**config.mk**
```make
export PLATFORM = sky130hd
export DESIGN_NAME = stick_zone_event_detector_core_flat
export DESIGN_NICKNAME = d
export VERILOG_FILES = /design/src/rtl/szed_pkg.sv /design/src/rtl/szed_sample_if.sv /design/src/rtl/szed_result_if.sv /design/src/rtl/stick_zone_event_detector_core.sv /design/src/rtl/szed_ctrl.sv /design/src/rtl/szed_dp.sv /design/src/flat_wrapper.sv
export SDC_FILE = /design/constraint.sdc
export NUM_CORES = 1
export LEC_CHECK = 0
export BUFFER_PORTS_ARGS = -buffer_cell sky130_fd_sc_hd__buf_4
export CORE_ASPECT_RATIO = 1.25
export CORE_UTILIZATION = 48
export DETAILED_ROUTE_END_ITERATION = 8
export PLACE_DENSITY = 0.67
export SLEW_MARGIN = 0
export SYNTH_ARGS = -nofsm -noshare
export SYNTH_HDL_FRONTEND = slang
export SYNTH_SLANG_ARGS = --single-unit
```
**constraint.sdc**
```tcl
create_clock -name i_clk -period 4.99 [get_ports i_clk]
set_input_delay 0.2495 -clock i_clk [delete_from_list [all_inputs] [get_ports i_clk]]
set_output_delay 0.2495 -clock i_clk [all_outputs]
set_load 0.01 [all_outputs]
```
**src/rtl/szed_pkg.sv**
```systemverilog
// Shared constants, types and codes for the stick zone event detector.
package szed_pkg;

    localparam int ZONES      = 4;
    localparam int COORD_BITS = 12;

    localparam int ZIDX_W     = (ZONES > 1) ? $clog2(ZONES) : 1;
    localparam int CNT_W      = 3;
    localparam int ACT_W      = ((ZIDX_W + 1) > CNT_W) ? (ZIDX_W + 1) : CNT_W;
    localparam int WORD_W     = 2 * COORD_BITS + 2;
    localparam int CFG_IDX_W  = $clog2(2 + ZONES);
    localparam int CFG_DATA_W = WORD_W;

    localparam logic [CFG_IDX_W-1:0] REG_DEAD_BAND  = CFG_IDX_W'(0);
    localparam logic [CFG_IDX_W-1:0] REG_ZONE_COUNT = CFG_IDX_W'(1);
    localparam logic [CFG_IDX_W-1:0] REG_ZONE0      = CFG_IDX_W'(2);

    typedef logic [1:0] t_zstate;

    localparam t_zstate ZS_IDLE   = 2'd0;
    localparam t_zstate ZS_ENTER  = 2'd1;
    localparam t_zstate ZS_INSIDE = 2'd2;
    localparam t_zstate ZS_LEAVE  = 2'd3;

    typedef struct packed {
        logic              load_sample;
        logic              scan_en;
        logic [ZIDX_W-1:0] zone_idx;
        logic              load_out;
    } t_cmd;

    typedef struct packed {
        logic scan_stop;
        logic scan_last;
        logic active_zero;
        logic out_free;
    } t_status;

endpackage

```
**src/rtl/szed_sample_if.sv**
```systemverilog
// Valid/ready channel that carries one stick sample per beat.
interface szed_sample_if;
    logic                            valid;
    logic                            ready;
    logic [szed_pkg::COORD_BITS-1:0] stick_x;
    logic [szed_pkg::COORD_BITS-1:0] stick_y;

    modport source (output valid, output stick_x, output stick_y, input ready);
    modport sink (input valid, input stick_x, input stick_y, output ready);
endinterface

```
**src/rtl/szed_result_if.sv**
```systemverilog
// Valid/ready channel that carries one zone event result per beat.
interface szed_result_if;
    logic                         valid;
    logic                         ready;
    logic [szed_pkg::ZONES-1:0]   fired_mask;
    logic [2*szed_pkg::ZONES-1:0] zone_states;

    modport source (output valid, output fired_mask, output zone_states, input ready);
    modport sink (input valid, input fired_mask, input zone_states, output ready);
endinterface

```
**src/rtl/stick_zone_event_detector_core.sv**
```systemverilog
// Top level of the stick zone event detector.
// Use: write the dead band, zone count and zone words through the
// configuration port while the block is idle, then send stick samples on
// i_sample and take one result beat per sample on o_result.
// Each result carries the mask of fired zones and all stored zone states.
// Timing: after a sample beat is accepted the zones are scanned one per
// cycle from zone zero, and the scan ends at the first zone that changes to
// entering, inside or leaving, or after the last active zone.
// If no zone is active, no zone is scanned. A new sample is accepted only
// in idle, after the last result has been loaded into the output register.
// After the scan the controller waits in its done state until the output
// register is free; it then loads the result and returns to idle.
// The result sits in an output register, so a new sample can be taken and
// scanned while a result waits; if the receiver stalls, the next scan holds
// its result until the register is free.
// Reset clears the configuration and control registers, returns every zone
// to idle and leaves no result pending; sample and result data are not reset.
module stick_zone_event_detector_core (
    input  logic                            i_clk,
    input  logic                            i_rst_n,
    input  logic                            i_cfg_we,
    input  logic [szed_pkg::CFG_IDX_W-1:0]  i_cfg_idx,
    input  logic [szed_pkg::CFG_DATA_W-1:0] i_cfg_data,
    szed_sample_if.sink                     i_sample,
    szed_result_if.source                   o_result
);
    import szed_pkg::*;

    t_cmd    cmd;
    t_status status;
    logic    in_ready;

    assign i_sample.ready = in_ready;

    szed_ctrl u_ctrl (
        .i_clk      (i_clk),
        .i_rst_n    (i_rst_n),
        .i_in_valid (i_sample.valid),
        .o_in_ready (in_ready),
        .i_status   (status),
        .o_cmd      (cmd)
    );

    szed_dp u_dp (
        .i_clk         (i_clk),
        .i_rst_n       (i_rst_n),
        .i_cfg_we      (i_cfg_we),
        .i_cfg_idx     (i_cfg_idx),
        .i_cfg_data    (i_cfg_data),
        .i_stick_x     (i_sample.stick_x),
        .i_stick_y     (i_sample.stick_y),
        .i_cmd         (cmd),
        .o_status      (status),
        .i_out_ready   (o_result.ready),
        .o_out_valid   (o_result.valid),
        .o_fired_mask  (o_result.fired_mask),
        .o_zone_states (o_result.zone_states)
    );

endmodule

```
**src/rtl/szed_ctrl.sv**
```systemverilog
// Controller state machine that sequences the zone scan, one zone per cycle.
module szed_ctrl (
    input  logic              i_clk,
    input  logic              i_rst_n,
    input  logic              i_in_valid,
    output logic              o_in_ready,
    input  szed_pkg::t_status i_status,
    output szed_pkg::t_cmd    o_cmd
);
    import szed_pkg::*;

    localparam logic [1:0] S_IDLE = 2'd0;
    localparam logic [1:0] S_SCAN = 2'd1;
    localparam logic [1:0] S_DONE = 2'd2;

    logic [1:0]        r_state;
    logic [1:0]        n_state;
    logic [ZIDX_W-1:0] r_idx;
    logic [ZIDX_W-1:0] n_idx;
    logic              accept;

    assign o_in_ready = (r_state == S_IDLE);
    assign accept     = i_in_valid && o_in_ready;

    always_comb begin
        n_state          = r_state;
        n_idx            = r_idx;
        o_cmd            = '0;
        o_cmd.zone_idx   = r_idx;
        unique case (r_state)
            S_IDLE: begin
                if (accept) begin
                    o_cmd.load_sample = 1'b1;
                    n_idx             = '0;
                    n_state           = i_status.active_zero ? S_DONE : S_SCAN;
                end
            end
            S_SCAN: begin
                o_cmd.scan_en = 1'b1;
                if (i_status.scan_stop || i_status.scan_last) begin
                    n_state = S_DONE;
                end else begin
                    n_idx = r_idx + 1'b1;
                end
            end
            S_DONE: begin
                if (i_status.out_free) begin
                    o_cmd.load_out = 1'b1;
                    n_state        = S_IDLE;
                end
            end
            default: begin
                n_state = S_IDLE;
            end
        endcase
    end

    always_ff @(posedge i_clk) begin
        if (!i_rst_n) begin
            r_state <= S_IDLE;
            r_idx   <= '0;
        end else begin
            r_state <= n_state;
            r_idx   <= n_idx;
        end
    end

    a_accept_starts_work: assert property (@(posedge i_clk) disable iff (!i_rst_n)
        accept |=> (r_state == S_SCAN || r_state == S_DONE))
        else $error("accepted beat did not start a scan");

    a_stop_ends_scan: assert property (@(posedge i_clk) disable iff (!i_rst_n)
        (r_state == S_SCAN && i_status.scan_stop) |=> (r_state == S_DONE))
        else $error("scan went on after a zone stopped it");

endmodule

```
**src/rtl/szed_dp.sv**
```systemverilog
// Datapath: configuration registers, zone states, window compare and result register.
module szed_dp (
    input  logic                            i_clk,
    input  logic                            i_rst_n,
    input  logic                            i_cfg_we,
    input  logic [szed_pkg::CFG_IDX_W-1:0]  i_cfg_idx,
    input  logic [szed_pkg::CFG_DATA_W-1:0] i_cfg_data,
    input  logic [szed_pkg::COORD_BITS-1:0] i_stick_x,
    input  logic [szed_pkg::COORD_BITS-1:0] i_stick_y,
    input  szed_pkg::t_cmd                  i_cmd,
    output szed_pkg::t_status               o_status,
    input  logic                            i_out_ready,
    output logic                            o_out_valid,
    output logic [szed_pkg::ZONES-1:0]      o_fired_mask,
    output logic [2*szed_pkg::ZONES-1:0]    o_zone_states
);
    import szed_pkg::*;

    logic [COORD_BITS-1:0] r_dead_band;
    logic [CNT_W-1:0]      r_zone_count;
    logic [WORD_W-1:0]     r_zone_word [ZONES];
    t_zstate               r_zstate [ZONES];
    logic [COORD_BITS-1:0] r_sx;
    logic [COORD_BITS-1:0] r_sy;
    logic                  r_out_valid;
    logic [ZONES-1:0]      r_fired;
    logic [2*ZONES-1:0]    r_states;

    logic [ACT_W-1:0]      active;
    logic [ACT_W-1:0]      idx_p1;
    logic [WORD_W-1:0]     cur_word;
    logic [COORD_BITS-1:0] tx;
    logic [COORD_BITS-1:0] ty;
    logic                  in_x;
    logic                  in_y;
    logic                  in_win;
    t_zstate               cur_s;
    t_zstate               nxt_s;
    logic                  stop;
    logic [ZONES-1:0]      fired;
    logic [2*ZONES-1:0]    states;

    assign active = (int'(r_zone_count) > ZONES) ? ACT_W'(ZONES) : ACT_W'(r_zone_count);
    assign idx_p1 = ACT_W'(i_cmd.zone_idx) + ACT_W'(1);

    assign cur_word = r_zone_word[i_cmd.zone_idx];
    assign tx       = cur_word[COORD_BITS-1:0];
    assign ty       = cur_word[2*COORD_BITS-1:COORD_BITS];
    assign cur_s    = r_zstate[i_cmd.zone_idx];

    assign in_x = ({1'b0, r_sx} <= ({1'b0, tx} + {1'b0, r_dead_band}))
               && (({1'b0, r_sx} + {1'b0, r_dead_band}) >= {1'b0, tx});
    assign in_y = ({1'b0, r_sy} <= ({1'b0, ty} + {1'b0, r_dead_band}))
               && (({1'b0, r_sy} + {1'b0, r_dead_band}) >= {1'b0, ty});
    assign in_win = in_x && in_y;

    always_comb begin
        nxt_s = cur_s;
        stop  = 1'b0;
        unique case (cur_s)
            ZS_IDLE: begin
                if (in_win) begin
                    nxt_s = ZS_ENTER;
                    stop  = 1'b1;
                end
            end
            ZS_ENTER: begin
                if (in_win) begin
                    nxt_s = ZS_INSIDE;
                    stop  = 1'b1;
                end
            end
            ZS_INSIDE: begin
                if (!in_win) begin
                    nxt_s = ZS_LEAVE;
                    stop  = 1'b1;
                end
            end
            ZS_LEAVE: begin
                nxt_s = ZS_IDLE;
            end
            default: begin
                nxt_s = cur_s;
            end
        endcase
    end

    always_comb begin
        for (int i = 0; i < ZONES; i++) begin
            fired[i] = (ACT_W'(i) < active) && (r_zstate[i] != ZS_IDLE)
                    && (r_zstate[i] == r_zone_word[i][WORD_W-1:2*COORD_BITS]);
            states[2*i +: 2] = r_zstate[i];
        end
    end

    assign o_status.scan_stop   = stop;
    assign o_status.scan_last   = (idx_p1 == active);
    assign o_status.active_zero = (active == '0);
    assign o_status.out_free    = !r_out_valid || i_out_ready;

    always_ff @(posedge i_clk) begin
        if (!i_rst_n) begin
            r_dead_band  <= '0;
            r_zone_count <= '0;
            for (int i = 0; i < ZONES; i++) begin
                r_zone_word[i] <= '0;
                r_zstate[i]    <= ZS_IDLE;
            end
            r_out_valid  <= 1'b0;
        end else begin
            if (i_cfg_we) begin
                if (i_cfg_idx == REG_DEAD_BAND) begin
                    r_dead_band <= i_cfg_data[COORD_BITS-1:0];
                end else if (i_cfg_idx == REG_ZONE_COUNT) begin
                    r_zone_count <= i_cfg_data[CNT_W-1:0];
                end else begin
                    for (int i = 0; i < ZONES; i++) begin
                        if (i_cfg_idx == (REG_ZONE0 + CFG_IDX_W'(i))) begin
                            r_zone_word[i] <= i_cfg_data[WORD_W-1:0];
                        end
                    end
                end
            end
            if (i_cmd.scan_en) begin
                r_zstate[i_cmd.zone_idx] <= nxt_s;
            end
            if (i_cmd.load_out) begin
                r_out_valid <= 1'b1;
            end else if (i_out_ready) begin
                r_out_valid <= 1'b0;
            end
        end
    end

    always_ff @(posedge i_clk) begin
        if (i_cmd.load_sample) begin
            r_sx <= i_stick_x;
            r_sy <= i_stick_y;
        end
        if (i_cmd.load_out) begin
            r_fired  <= fired;
            r_states <= states;
        end
    end

    assign o_out_valid   = r_out_valid;
    assign o_fired_mask  = r_fired;
    assign o_zone_states = r_states;

    a_scan_in_range: assert property (@(posedge i_clk) disable iff (!i_rst_n)
        i_cmd.scan_en |-> (ACT_W'(i_cmd.zone_idx) < active))
        else $error("scan reached a zone beyond the active count");

    a_stop_leaves_nonidle: assert property (@(posedge i_clk) disable iff (!i_rst_n)
        (i_cmd.scan_en && stop) |=> (r_zstate[$past(i_cmd.zone_idx)] != ZS_IDLE))
        else $error("stopping zone was left idle");

endmodule

```
**src/flat_wrapper.sv**
```systemverilog
// flat-port wrapper written by rule: the top's interface ports become plain ports
module stick_zone_event_detector_core_flat import szed_pkg::*;
  (i_clk, i_rst_n, i_cfg_we, i_cfg_idx, i_cfg_data, i_sample_valid, i_sample_stick_x, i_sample_stick_y, i_sample_ready, o_result_valid, o_result_fired_mask, o_result_zone_states, o_result_ready);
  szed_sample_if i_sample_i ();
  szed_result_if o_result_i ();
  input  logic i_clk;
  input  logic i_rst_n;
  input  logic i_cfg_we;
  input  logic [szed_pkg::CFG_IDX_W-1:0] i_cfg_idx;
  input  logic [szed_pkg::CFG_DATA_W-1:0] i_cfg_data;
  input wire logic [$bits(i_sample_i.valid)-1:0] i_sample_valid;
  input wire logic [$bits(i_sample_i.stick_x)-1:0] i_sample_stick_x;
  input wire logic [$bits(i_sample_i.stick_y)-1:0] i_sample_stick_y;
  output wire logic [$bits(i_sample_i.ready)-1:0] i_sample_ready;
  output wire logic [$bits(o_result_i.valid)-1:0] o_result_valid;
  output wire logic [$bits(o_result_i.fired_mask)-1:0] o_result_fired_mask;
  output wire logic [$bits(o_result_i.zone_states)-1:0] o_result_zone_states;
  input wire logic [$bits(o_result_i.ready)-1:0] o_result_ready;
  assign i_sample_i.valid = i_sample_valid;
  assign i_sample_i.stick_x = i_sample_stick_x;
  assign i_sample_i.stick_y = i_sample_stick_y;
  assign i_sample_ready = i_sample_i.ready;
  assign o_result_valid = o_result_i.valid;
  assign o_result_fired_mask = o_result_i.fired_mask;
  assign o_result_zone_states = o_result_i.zone_states;
  assign o_result_i.ready = o_result_ready;
  stick_zone_event_detector_core u_core (.i_clk(i_clk), .i_rst_n(i_rst_n), .i_cfg_we(i_cfg_we), .i_cfg_idx(i_cfg_idx), .i_cfg_data(i_cfg_data), .i_sample(i_sample_i), .o_result(o_result_i));
endmodule
```
### Yosys cells after proc, flatten, opt, wreduce, memory -nomap -nowiden

Memory sizes are Yosys's and may differ from the RTL's. A register that Yosys moved wholly into a read port is not among the register bits.
Index checks and enable logic that the tools add are counted.

* flip-flop bits (word level): 56
* RAM bits: 112
* output and inout bits: 14
* logic and storage cells: 143
* memories kept: 2

Memories
* u_core.u_dp.r_zone_word: words 4, bits a word 26, read ports 5, clocked after Yosys merged registers in 1, wr ports 4, RTL line szed_dp.sv:21 `logic [WORD_W-1:0] r_zone_word [ZONES];`
* u_core.u_dp.r_zstate: words 4, bits a word 2, read ports 5, clocked after Yosys merged registers in 1, wr ports 4, RTL line szed_dp.sv:22 `t_zstate r_zstate [ZONES];`

* add/subtract/negate cells: 6
* magnitude comparators: 9
* eq/ne operators: 19
* mux-type cells: 62
* bitwise gates (word level): 5
* reduce and logical (&&, ||, !) cells: 31

Operator list (count)
* $mux 26: 4
* $add 12x12->13: 4
* $mux 1: 38
* $mux 2: 15
* $ge 13x12->1: 2
* $le 12x13->1: 2
* $logic_and 1x1->1: 12
* $reduce_bool 2->1: 6
* $reduce_and 3->1: 3
* $eq 2x2->1: 4
* $pmux 2 s4: 1
* $eq 2x2->1 const B: 3
* $eq 3x2->1 const B: 2
* $eq 3x3->1 const B: 2
* $logic_not 3->1: 2
* $lt 1x3->1 const A: 2
* $lt 2x3->1 const A: 2
* $pmux 2 s3: 1
* $eq 2x1->1 const B: 2
* $logic_not 2->1: 2
* $ne 2x1->1 const B: 2
* $ne 2x2->1 const B: 2
* $or 1x1->1: 4
* $pmux 2 s2: 1
* other kinds (12): 14

### Logic depth before layout (Yosys ltp)

Gate-level depths: netlist of the first run.

* word-level depth: 11
* gate-level depth with buffers: 22
* mapped depth without buffers: 19

### Modules after synthesis

From an unflattened synthesis of the first run, not the netlist that was laid out.

* cell total of the unflattened synthesis: 840
* area, all modules: 9988.3 um2

By module, submodules not included
* szed_dp: instances 1, cells an instance 816, area each 9773.1 um2, seq. area each 4764.6 um2
* szed_ctrl: instances 1, cells an instance 24, area each 215.2 um2, seq. area each 80.1 um2

### Worst setup path before layout of the first run

Ideal clock, no wire load.

* kind: reg-to-reg
* from: register with a tool-made name
* to: register with a tool-made name
* library setup time: 0.121 ns
* data arrival time: 5.108 ns
* required time: 4.869 ns
* setup slack: -0.239 ns
* stages on the path, launching flop included: 23
* buffers on the path: 3
* period minus slack after synthesis: 5.229 ns
* cell sequence: dfxtp_1 buf_2 buf_1 mux4_2 ha_1 a21o_1 a21oi_1 nor2b_1 o21a_1 nor3_1 o31ai_1 o41ai_1 xor2_1 ha_1 nand3_1 nor2_1 a221o_1 a31oi_1 a32o_1 nor3_1 or3_1 buf_2 mux2_4

==> summary.md, run 1 <==
| Metric | Value |
|---|---|
| HPWL Detailed | `17200 um` |
| Nets | `1128` |
| Slew headroom | `19.4%` |
| Initial core utilization | `49.5%` |
| Initial antenna violation count | `0` |
| Depth of the CTS H-tree | `4` |
| CTS tree | `done` |
| First-pass GRT wire length | `37300 um` |
| Post-synth EDFFs | `148` |
| Final setup viols | `0` |
| Synth async-reset ratio | `0%` |
| Dominant synthesized flop cell | `edfxtp_1` |
| Via count | `6887` |
| Post-synthesis sequential element count | `170` |
| Power per Cell Area | `316 nW/um2` |
| Post-synthesis cell count | `857` |
| 1st-iter DRT viols | `355` |
| Final antenna-violating net count | `0` |
| Clock Path Buffers | `2` |
| Routed len/inst | `19.0 um` |
| Skew-Pair Late Insertion Delay | `430 ps` |
| Switching power | `1.10 mW` |
| I/O pin count | `72` |
| Inserted Diodes | `0` |
| Gate power share | `19.5%` |
| CTS Sinks | `170` |
| Setup crit start kind | `flop` |
| Post-synth net total | `1016` |
| Worst Tran Pin Value | `1190 ps` |
| Max Fclk | `209 MHz` |
| Synthesis Warnings | `0` |
| Crit path max fanout | `7` |
| Distinct cells, synth | `56` |
| DRT Wirelength | `23800 um` |
| Clk network pwr share | `34.1%` |
| Outcome | `finished clean` |
| Setup TNS Final | `0 ps` |
| Seq pwr share | `46.4%` |
| Fill cells | `1680` |
| Endpoints failing hold | `0` |
| Num CTS Buffers | `17` |
| DRC viols | `0` |
| Leak pwr | `4.80 nW` |
| Worst setup EP type | `flop` |
| Ratio of cells with drive above 1 in the final layout | `18.4%` |
| Die Wd | `132 um` |
| Largest net degree at the start of global routing | `34` |
| Vias per cell | `5.50` |
| Crit Path Category | `flop to flop` |
| Core ar. | `20400 um2` |
| Required time worst endpoint | `5310 ps` |
| RD Place Congestion | `0.903` |
| Area of the mapped netlist | `10100 um2` |
| Final hold slack | `112 ps` |
| Syn Area/Cell | `11.8 um2` |
| Die height | `164 um` |
| Final period util | `95.9%` |
| Root buffer selected by CTS | `clkbuf_16` |
| Minimum clock period | `4790 ps` |
| Worst-path clk slew | `80 ps` |
| HP Class | `input pin to flop` |
| Pre-antenna DRT Iters | `4` |
| Switch share | `29.0%` |
| Post-synthesis sequential area ratio | `48.4%` |
| Rows | `58` |
| Worst clock skew | `10.6 ps` |
| Vias in the first global route | `7115` |
| Max Cap Viol | `0` |
| Gr usage total | `22.9%` |
| Number of port buffers | `71` |
| Die area | `21600 um2` |
| Crit path DAT | `5100 ps` |
| Max Transition Viols Final | `0` |
| VDD IR max | `0.244 mV` |
| Internal | `2.70 mW` |
| Total grt overflow | `0` |
| Area Overhead vs Synth | `19.0%` |
## state kept, by name, summed over array words and instances (netlist names), named ones only
signal                     cells
u_core.u_dp.r_dead_band       12
u_core.u_dp.r_sy              12
u_core.u_ctrl.r_state          2
u_core.u_dp.r_sx              12
u_core.u_ctrl.r_idx            2
u_core.u_dp.r_zone_word      104
u_core.u_dp.o_fired_mask       4
u_core.u_dp.o_zone_states      8
u_core.u_dp.o_out_valid        1
u_core.u_dp.r_zstate           8
u_core.u_dp.r_zone_count       3
## placed cells by master, fill, tap and decap left out, types with 21 or more instances in the layout
cell type      instances
buf_4                 89
o21ai_0               23
inv_1                 41
mux4_2                26
a21oi_1               32
nor2_1                45
dlygate4sd3_1         24
xor2_1                21
nand2_1               51
edfxtp_1             148
xnor2_1               23
and2_1               110
ha_1                  97
dfxtp_1               21
## cell type report
type                            count  area (um2)  area share (%)
Tap cell                          270         338            2.81
Clock inverter                     15         156            1.30
Multi-Input combinational cell    624        5090            42.4
Clock buffer                       17         425            3.54
Timing Repair Buffer              115         948            7.90
Sequential cell                   170        4890            40.7
Inverter                           41         154            1.28
## cells in the mapped netlist, types with 4 or more instances
cell type / number / area (um2)
a21o_1: 15 / 113
nor4bb_1: 4 / 40.0
clkbuf_1: 18 / 67.6
fa_1: 4 / 80.1
a21oi_1: 33 / 165
nor3_1: 17 / 85.1
a211oi_1: 5 / 37.5
mux2i_1: 6 / 60.1
nor2b_1: 17 / 106
and2_1: 110 / 688
inv_1: 41 / 154
a21boi_0: 15 / 113
a31oi_1: 6 / 37.5
o21a_1: 5 / 37.5
o21ai_0: 28 / 140
dfxtp_1: 22 / 440
ha_1: 97 / 1210
nand4_1: 7 / 43.8
nand2_1: 51 / 191
o21bai_1: 5 / 37.5
edfxtp_1: 148 / 4440
nor4_1: 5 / 31.3
nor2_1: 49 / 184
xnor2_1: 23 / 201
o31ai_1: 5 / 37.5
mux4_2: 26 / 586
a211o_1: 4 / 35.0
xor2_1: 21 / 184
nand3_1: 14 / 70.1
nand2b_1: 12 / 75.1
## timing repair
item | 4_1_cts | 5_1_grt
hold buffers | 24 | 0
setup buffers | 0 | 3
endpoints found under the hold margin | 24 | 0
setup endpoints to repair | 3 | 13
pin swaps | 0 | 2
gates resized for setup | 2 | 13
## worst max-delay path, stage by stage (launching register included)
cell,delay [ps]
dfxtp_4,430
mux4_2,530
ha_1,290
a21o_1,200
a21oi_2,180
nor2b_1,70
o21a_1,190
nor3_2,170
o31ai_1,140
o41ai_1,400
xor2_1,190
ha_1,260
a21oi_1,170
o21ai_0,110
a211o_1,310
a32oi_2,230
a21oi_1,120
or3_4,370
mux2_4,300
## per-stage QoR
step / power, mW / utilization, % / worst slack (ps) / std cells / cell area [um2]
6_report: 3.80 / 58.9 / 202 / 1252 / 12000
5_1_grt: 3.96 / 58.9 / -46.5 / 1252 / 12000
4_1_cts: 3.80 / 58.5 / 17.4 / 1249 / 11900
3_5_place_dp: 2.50 / 54.4 / 1.44 / 1193 / 11100
3_3_place_gp: 2.49 / 54.4 / 75.7 / 1193 / 11100
2_1_floorplan: 2.23 / - / 30.9 / 857 / 10100
## worst paths after layout
kind | start | endpoint | slack, ps | cells past startpoint
setup / recovery | flop | flop | 200 | 18
hold / removal | i_cfg_data[22] | u_core.u_dp.r_zone_word[0][22]$_SDFFCE_PN0P_ | 110 | 2
setup reg to reg | flop | flop | 200 | 18
hold reg to reg | u_core.u_dp.r_zstate[0][0]$_SDFFCE_PN0P_ | u_core.u_dp.o_zone_states[0]$_DFFE_PP_ | 540 | 0
## cell families (layout without fill, tap and decap cells)
group	Yosys count	after routing	share of synthesized area [%]
flip-flops	170	170	48.4
buffers and inverters	63	188	2.37
AND/OR/NAND/NOR	300	300	16.1
XOR/XNOR	44	44	3.82
adder cells (fa/ha/maj)	101	101	12.8
multiplexers	34	34	6.70
AO/OA/AOI/OAI	145	145	9.83
## per-layer routing
layer | track usage (%) | up-vias | routed length, um
met4 | 9.41 | 0 | 665
met2 | 39.5 | 134 | 11900
met5 | 0 | - | 0
met1 | 28.7 | 3334 | 10400
met3 | 3.61 | 37 | 785
li1 | - | 3382 | -
## power by group through the flow
| stage | registers (mW) | logic, mW | clock network [mW] |
|---|---|---|---|
| finish | 1.76 | 0.739 | 1.30 |
| global route | 1.78 | 0.827 | 1.36 |
| CTS | 1.76 | 0.729 | 1.31 |
| detailed placement | 1.79 | 0.706 | 0 |
| global placement | 1.79 | 0.693 | 0 |
| floorplan | 1.78 | 0.452 | 0 |
Note: power is estimated with default switching activity, not from simulation.
==> run 2, diff against run 1 <==
--- a/config.mk
+++ b/config.mk
@@ -6,7 +6,7 @@
 export NUM_CORES = 1
 export LEC_CHECK = 0
 export BUFFER_PORTS_ARGS = -buffer_cell sky130_fd_sc_hd__buf_4
-export CORE_ASPECT_RATIO = 1.25
+export CORE_ASPECT_RATIO = 1.75
 export CORE_UTILIZATION = 48
 export DETAILED_ROUTE_END_ITERATION = 8
 export PLACE_DENSITY = 0.67
==> summary.md, run 2 (synthesis results as in run 1) <==
| Metric | Value |
|---|---|
| Leak pwr | `4.94 nW (+3.0%)` |
| Failing checks | `design-rule violations` |
| HPWL Detailed | `19600 um (+14%)` |
| Max Cap Viol | `0 (unchanged)` |
| Area Overhead vs Synth | `21.2%` |
| Max reg flops | `104 (unchanged)` |
| Total power | `3.90 mW (+2.8%)` |
| Slew headroom | `23.7% (+4.3 points)` |
| Crit path cell chain | `buf_12, mux4_2, ha_4, a21o_1, a21oi_2, nor2b_1, o21a_1, nor3_2, o31ai_2, o41ai_2, xor2_1, ha_1, nand3_2, nor2_4, o311ai_0, a31oi_1, buf_4, buf_4, a32oi_2, a21oi_2, or3_4, mux2_4` |
| Crit path max fanout | `4 (-3)` |
| Initial core utilization | `49.3% (-0.17 points)` |
| HP Class | `input pin to flop` |
| CP max stage cell | `mux4_2` |
| RD Place Congestion | `0.897 (-0.69%)` |
| Pre-antenna DRT Iters | `7 (+3)` |
| Ratio of cells with drive above 1 in the final layout | `21.3% (+2.9 points)` |
| Worst Tran Pin Value | `1140 ps (-48.9 ps)` |
| Via count | `7178 (+4.2%)` |
| Highest-count cells in the layout ignoring fill and taps | `edfxtp_1 (148), buf_4 (114), and2_1 (110)` |
| DRT Wirelength | `26100 um (+10%)` |
| Fill cells | `1662 (-1.1%)` |
| 1st-iter DRT viols | `404 (+14%)` |
| Core ar. | `20500 um2 (+0.34%)` |
| Non-Filler Instances | `1256 (+0.32%)` |
| Nets | `1154 (+2.3%)` |
| Root buffer selected by CTS | `clkbuf_16` |
| Die area | `21600 um2 (about the same)` |
| GR Util met1 | `27.5% (-1.2 points)` |
| VDD IR max | `0.218 mV (-11%)` |
| Die height | `194 um (+18%)` |
| I/O pin count | `72 (unchanged)` |
| Crit path DAT | `5100 ps (about the same)` |
| Worst setup EP type | `flop` |
| Gr usage total | `25.2% (+2.3 points)` |
| Power per Cell Area | `319 nW/um2 (+0.88%)` |
| Met3 usage | `3.72% (+0.11 points)` |
| GRT met2 Usage | `46.3% (+6.8 points)` |
| Die Wd | `112 um (-15%)` |
| Flip-flop and latch area | `4890 um2 (about the same)` |
| Pre-CTS WS | `3.25 ps (+1.81 ps)` |
| Leading cell type in the layout, fill and taps excluded | `edfxtp_1` |
| Final hold slack | `106 ps (-6.06 ps)` |
| Biggest register | `u_core.u_dp.r_zone_word` |
| Endpoints failing hold | `0 (unchanged)` |
| Worst-path clk slew | `70 ps (about the same)` |
| Minimum clock period | `4770 ps (-15.0 ps)` |
| Crit Path Category | `flop to flop` |
| Clock Path Buffers | `2 (unchanged)` |
| Setup TNS Final | `0 ps (unchanged)` |
| Gr busiest metal | `met2` |
| Vias in the first global route | `7401 (+4.0%)` |
| Rows | `69 (+19%)` |
| Max Fclk | `210 MHz (+0.31%)` |
| Max Transition Viols Final | `0 (unchanged)` |
| Initial antenna violation count | `0 (unchanged)` |
| Outcome | `finished with violations` |
| CTS tree | `done` |
| Final period util | `95.6% (-0.30 points)` |
| Area of the multi-input gates | `5140 um2 (+0.86%)` |
| Total grt overflow | `0 (unchanged)` |
| CTS Sinks | `170 (unchanged)` |
| Routed len/inst | `20.8 um (+9.6%)` |
| Inserted Diodes | `0 (unchanged)` |
| Top delay family on crit path | `compound AO/OA/AOI/OAI gates` |
| Worst clock skew | `7.82 ps (-2.76 ps)` |
| Vias per cell | `5.71 (+3.9%)` |
| Depth of the CTS H-tree | `4 (unchanged)` |
| First-pass GRT wire length | `40200 um (+7.9%)` |
| Hold_sp | `i_cfg_data[23]` |
| Number of port buffers | `71 (unchanged)` |
| Placed instance count | `1193 (unchanged)` |
| Skew-Pair Late Insertion Delay | `440 ps (about the same)` |
| Final setup viols | `0 (unchanged)` |
| Setup crit start kind | `flop` |
| Num CTS Buffers | `17 (unchanged)` |
| Final antenna-violating net count | `0 (unchanged)` |
| Required time worst endpoint | `5310 ps (about the same)` |
| Worst Path Buf+Inv | `3 (+3)` |
| Largest net degree at the start of global routing | `34 (unchanged)` |
| CP max stage delay | `540 ps (about the same)` |
| DRC viols | `6 (+6)` |
| Final WS setup | `217 ps (+15.0 ps)` |
[run 2: cell types whose count changed in the layout (fill, tap and decap cells not counted), sizes merged]
cell / change
clkinv: -3
clkbuf: +5
clkinvlp: +1
buf: +26
bufinv: +3
inv: -6
[run 2: layout make-up]
type / instances / area share, %
Timing Repair Buffer: 141 / 9.38
Multi-Input combinational cell: 624 / 42.0
Sequential cell: 170 / 40.0
Inverter: 41 / 1.26
Clock buffer: 22 / 3.63
Clock inverter: 10 / 1.19
Tap cell: 248 / 2.54
[run 2: metrics by stage]
step	instance area [um2]	util, %
after floorplan	10100	-
after global placement	11200	54.7
after detailed placement	11200	54.7
after CTS	12000	58.7
after global routing	12200	59.8
final	12200	59.8
[run 2: routing by layer]
metal	up-vias	routed length [um]
li1	3450	-
met1	3496	9790
met2	174	14100
met3	58	866
met4	0	1340
met5	-	0
[run 2: path summary, 6_finish.rpt]
path	endpoint	slack (ps)	depth (start not counted)
min	u_core.u_dp.r_zone_word[0][23]$_SDFFCE_PN0P_	110	2
max reg2reg	flop	220	22
max	flop	220	22
min reg2reg	u_core.u_dp.o_zone_states[0]$_DFFE_PP_	550	0
[run 2: where the power goes]
group	internal (mW)	switching (mW)	total, mW
sequential	1.69	0.0761	1.77
clock	0.790	0.558	1.35
combinational	0.362	0.426	0.788
[run 2: timing repair]
action,CTS,global route
pin swaps,0,13
resized for setup,1,31
setup endpoints to repair,5,14
gates cloned,0,0
endpoints found under the hold margin,24,0
setup buffers,0,7
hold buffers,24,0
==> run 3, diff against run 2 <==
--- a/config.mk
+++ b/config.mk
@@ -8,8 +8,9 @@
 export BUFFER_PORTS_ARGS = -buffer_cell sky130_fd_sc_hd__buf_4
 export CORE_ASPECT_RATIO = 1.75
 export CORE_UTILIZATION = 48
+export CTS_CLUSTER_SIZE = 28
 export DETAILED_ROUTE_END_ITERATION = 8
-export PLACE_DENSITY = 0.67
+export PLACE_DENSITY = 0.65
 export SLEW_MARGIN = 0
 export SYNTH_ARGS = -nofsm -noshare
 export SYNTH_HDL_FRONTEND = slang
==> constraint.sdc (replaced) <==
create_clock -name i_clk -period 4.4 [get_ports i_clk]
set_input_delay 0.22 -clock i_clk [delete_from_list [all_inputs] [get_ports i_clk]]
set_output_delay 0.22 -clock i_clk [all_outputs]
set_load 0.01 [all_outputs]
==> summary.md, run 3 (synthesis results as in run 1) <==
| Metric | Value |
|---|---|
| Worst Tran Pin Value | `1160 ps (+18.2 ps)` |
| Biggest register | `u_core.u_dp.r_zone_word` |
| Rows | `69 (unchanged)` |
| Number of port buffers | `71 (unchanged)` |
| Depth of the CTS H-tree | `4 (unchanged)` |
| 1st-iter DRT viols | `321 (-21%)` |
| Power per Cell Area | `348 nW/um2 (+9.1%)` |
| Die area | `21600 um2 (unchanged)` |
| Via count | `7461 (+3.9%)` |
| CTS tree | `done` |
| Final Util | `63.2% (+3.4 points)` |
| Skew-Pair Late Insertion Delay | `440 ps (about the same)` |
| Final WS setup | `-239 ps (-456 ps)` |
| CTS Sinks | `170 (unchanged)` |
| Die height | `194 um (unchanged)` |
| Routed len/inst | `20.6 um (-1.1%)` |
| Minimum clock period | `4640 ps (-134 ps)` |
| Core ar. | `20500 um2 (unchanged)` |
| Max Transition Viols Final | `0 (unchanged)` |
| Max Cap Viol | `0 (unchanged)` |
| Total power | `4.50 mW (+15%)` |
| Required time worst endpoint | `4730 ps (-580 ps)` |
| Worst-path clk slew | `70 ps (about the same)` |
| Max reg flops | `104 (unchanged)` |
| Initial antenna violation count | `0 (unchanged)` |
| Leak pwr | `5.30 nW (+7.1%)` |
| Inserted Diodes | `0 (unchanged)` |
| Pre-antenna DRT Iters | `7 (unchanged)` |
| Gr usage total | `26.6% (+1.4 points)` |
| First-pass GRT wire length | `42600 um (+6.0%)` |
| Switching power | `1.26 mW (+19%)` |
| Crit Path Category | `flop to flop` |
| HPWL Detailed | `20400 um (+4.1%)` |
| Root buffer selected by CTS | `clkbuf_16` |
| Worst clock skew | `9.74 ps (+1.92 ps)` |
| Failing checks | `design-rule violations, negative setup slack` |
| Outcome | `finished with violations` |
| Internal | `3.24 mW (+14%)` |
| Setup crit start kind | `flop` |
| Max Fclk | `216 MHz (+2.9%)` |
| Seq pwr share | `44.6% (-0.7 points)` |
| DRT Wirelength | `27300 um (+4.4%)` |
| Crit path max fanout | `5 (+1)` |
| Worst setup EP type | `flop` |
| Switch share | `28.0% (+0.82 points)` |
| Vias in the first global route | `8030 (+8.5%)` |
| Vias per cell | `5.63 (-1.5%)` |
| Nets | `1224 (+6.1%)` |
| HP Class | `input pin to flop` |
| Ratio of cells with drive above 1 in the final layout | `28.2% (+6.9 points)` |
| VDD IR max | `0.312 mV (+43%)` |
| Num CTS Buffers | `17 (unchanged)` |
| Placed instance count | `1260 (+5.6%)` |
| Final setup viols | `14 (+14)` |
| Area Overhead vs Synth | `28.1%` |
| I/O pin count | `72 (unchanged)` |
| Initial core utilization | `49.3% (unchanged)` |
| Slew headroom | `22.5% (-1.2 points)` |
| Leading cell type in the layout, fill and taps excluded | `buf_4` |
| Total grt overflow | `0 (unchanged)` |
| Final antenna-violating net count | `0 (unchanged)` |
| Gate power share | `22.2% (+2.0 points)` |
| Die Wd | `112 um (unchanged)` |
| Endpoints failing hold | `0 (unchanged)` |
| RD Place Congestion | `0.918 (+2.4%)` |
| Final period util | `105% (+9.8 points)` |
| Clk network pwr share | `33.2% (-1.3 points)` |
| Clock Path Buffers | `2 (unchanged)` |
| Largest net degree at the start of global routing | `34 (unchanged)` |
| Non-Filler Instances | `1326 (+5.6%)` |
| DRC viols | `4 (-2)` |
| RSZ-0062 raised after global routing | `true` |
| Crit path DAT | `4970 ps (-130 ps)` |
| Highest-count cells in the layout ignoring fill and taps | `buf_4 (180), edfxtp_1 (148), and2_1 (110)` |
[run 3: cell types whose count changed in the layout (fill, tap and decap cells not counted), moves of 3 or more]
cell	change
buf_12	+3
buf_4	+66
clkbuf_1	-4
clkinv_4	-3
ha_1	-6
ha_4	+6
inv_6	+4
o21ai_0	-3
o21ai_1	+3
[run 3: final cells by class]
| class | count | area, um2 |
|---|---|---|
| Clock buffer | 18 | 429 |
| Inverter | 41 | 154 |
| Sequential cell | 170 | 4890 |
| Timing Repair Buffer | 211 | 1710 |
| Fill cell | 1633 | 7540 |
| Clock inverter | 14 | 145 |
| Multi-Input combinational cell | 624 | 5280 |
| Tap cell | 248 | 310 |
[run 3: per-layer routing]
layer	global-route usage (%)	vias to the layer above	share of wire [%]
met2	50.3	189	54
met4	16.0	0	5.7
li1	-	3575	-
met3	3.78	64	3.3
met5	0	-	0
met1	27.3	3633	37
[run 3: worst paths after layout]
check / from / endpoint / slack (ps) / cells after the start
worst max-delay path: flop / u_core.u_ctrl.r_idx[0]$_SDFFE_PN0P_ / -240 / 21
worst min-delay path: i_cfg_data[21] / u_core.u_dp.r_zone_word[2][21]$_SDFFCE_PN0P_ / 80 / 2
worst max register to register: flop / u_core.u_ctrl.r_idx[0]$_SDFFE_PN0P_ / -240 / 21
worst min register to register: u_core.u_dp.r_zstate[2][0]$_SDFFCE_PN0P_ / u_core.u_dp.o_zone_states[4]$_DFFE_PP_ / 520 / 0
[run 3: critical path, cell delays in order, from the launching register on]
cell	delay [ps]
dfxtp_4	370
buf_12	120
mux4_2	540
ha_4	230
a21o_1	160
a21oi_2	140
nor2b_1	60
o21a_1	210
nor3_4	200
o31ai_4	90
o41ai_2	230
xor2_1	180
ha_1	270
nand3_2	90
nor2_2	60
a221o_1	320
a31oi_1	170
buf_4	170
a32o_2	150
nor3_2	50
or3_4	380
mux2_4	310
[run 3: through the flow]
stage / hold WS (ps) / setup WS (ps) / TNS (ps) / area (um2)
CTS: 47.3 / -187 / -849 / 12800
detailed placement: 399 / -413 / -3430 / 11800
floorplan: 319 / -231 / -635 / 10200
global placement: 399 / -367 / -2790 / 11800
finish: 75.3 / -239 / -1530 / 12900
global route: 70.4 / -425 / -4240 / 12900
[run 3: power by group through the flow]
stage          clock [mW]  sequential (mW)  combinational (mW)
2_1_floorplan           0             2.02               0.525
6_report             1.49             2.01               0.999
3_5_place_dp            0             2.04               0.920
5_1_grt              1.57             2.02                1.10
3_3_place_gp            0             2.04               0.905
4_1_cts              1.52             2.01               0.978
[run 3: timing repair]
item | 4_1_cts | 5_1_grt
hold buffers | 24 | 0
setup endpoints to repair | 14 | 14
gates cloned | 1 | 0
setup buffers | 8 | 2
resized for setup | 32 | 15
endpoints found under the hold margin | 24 | 0
pin swaps | 21 | 8
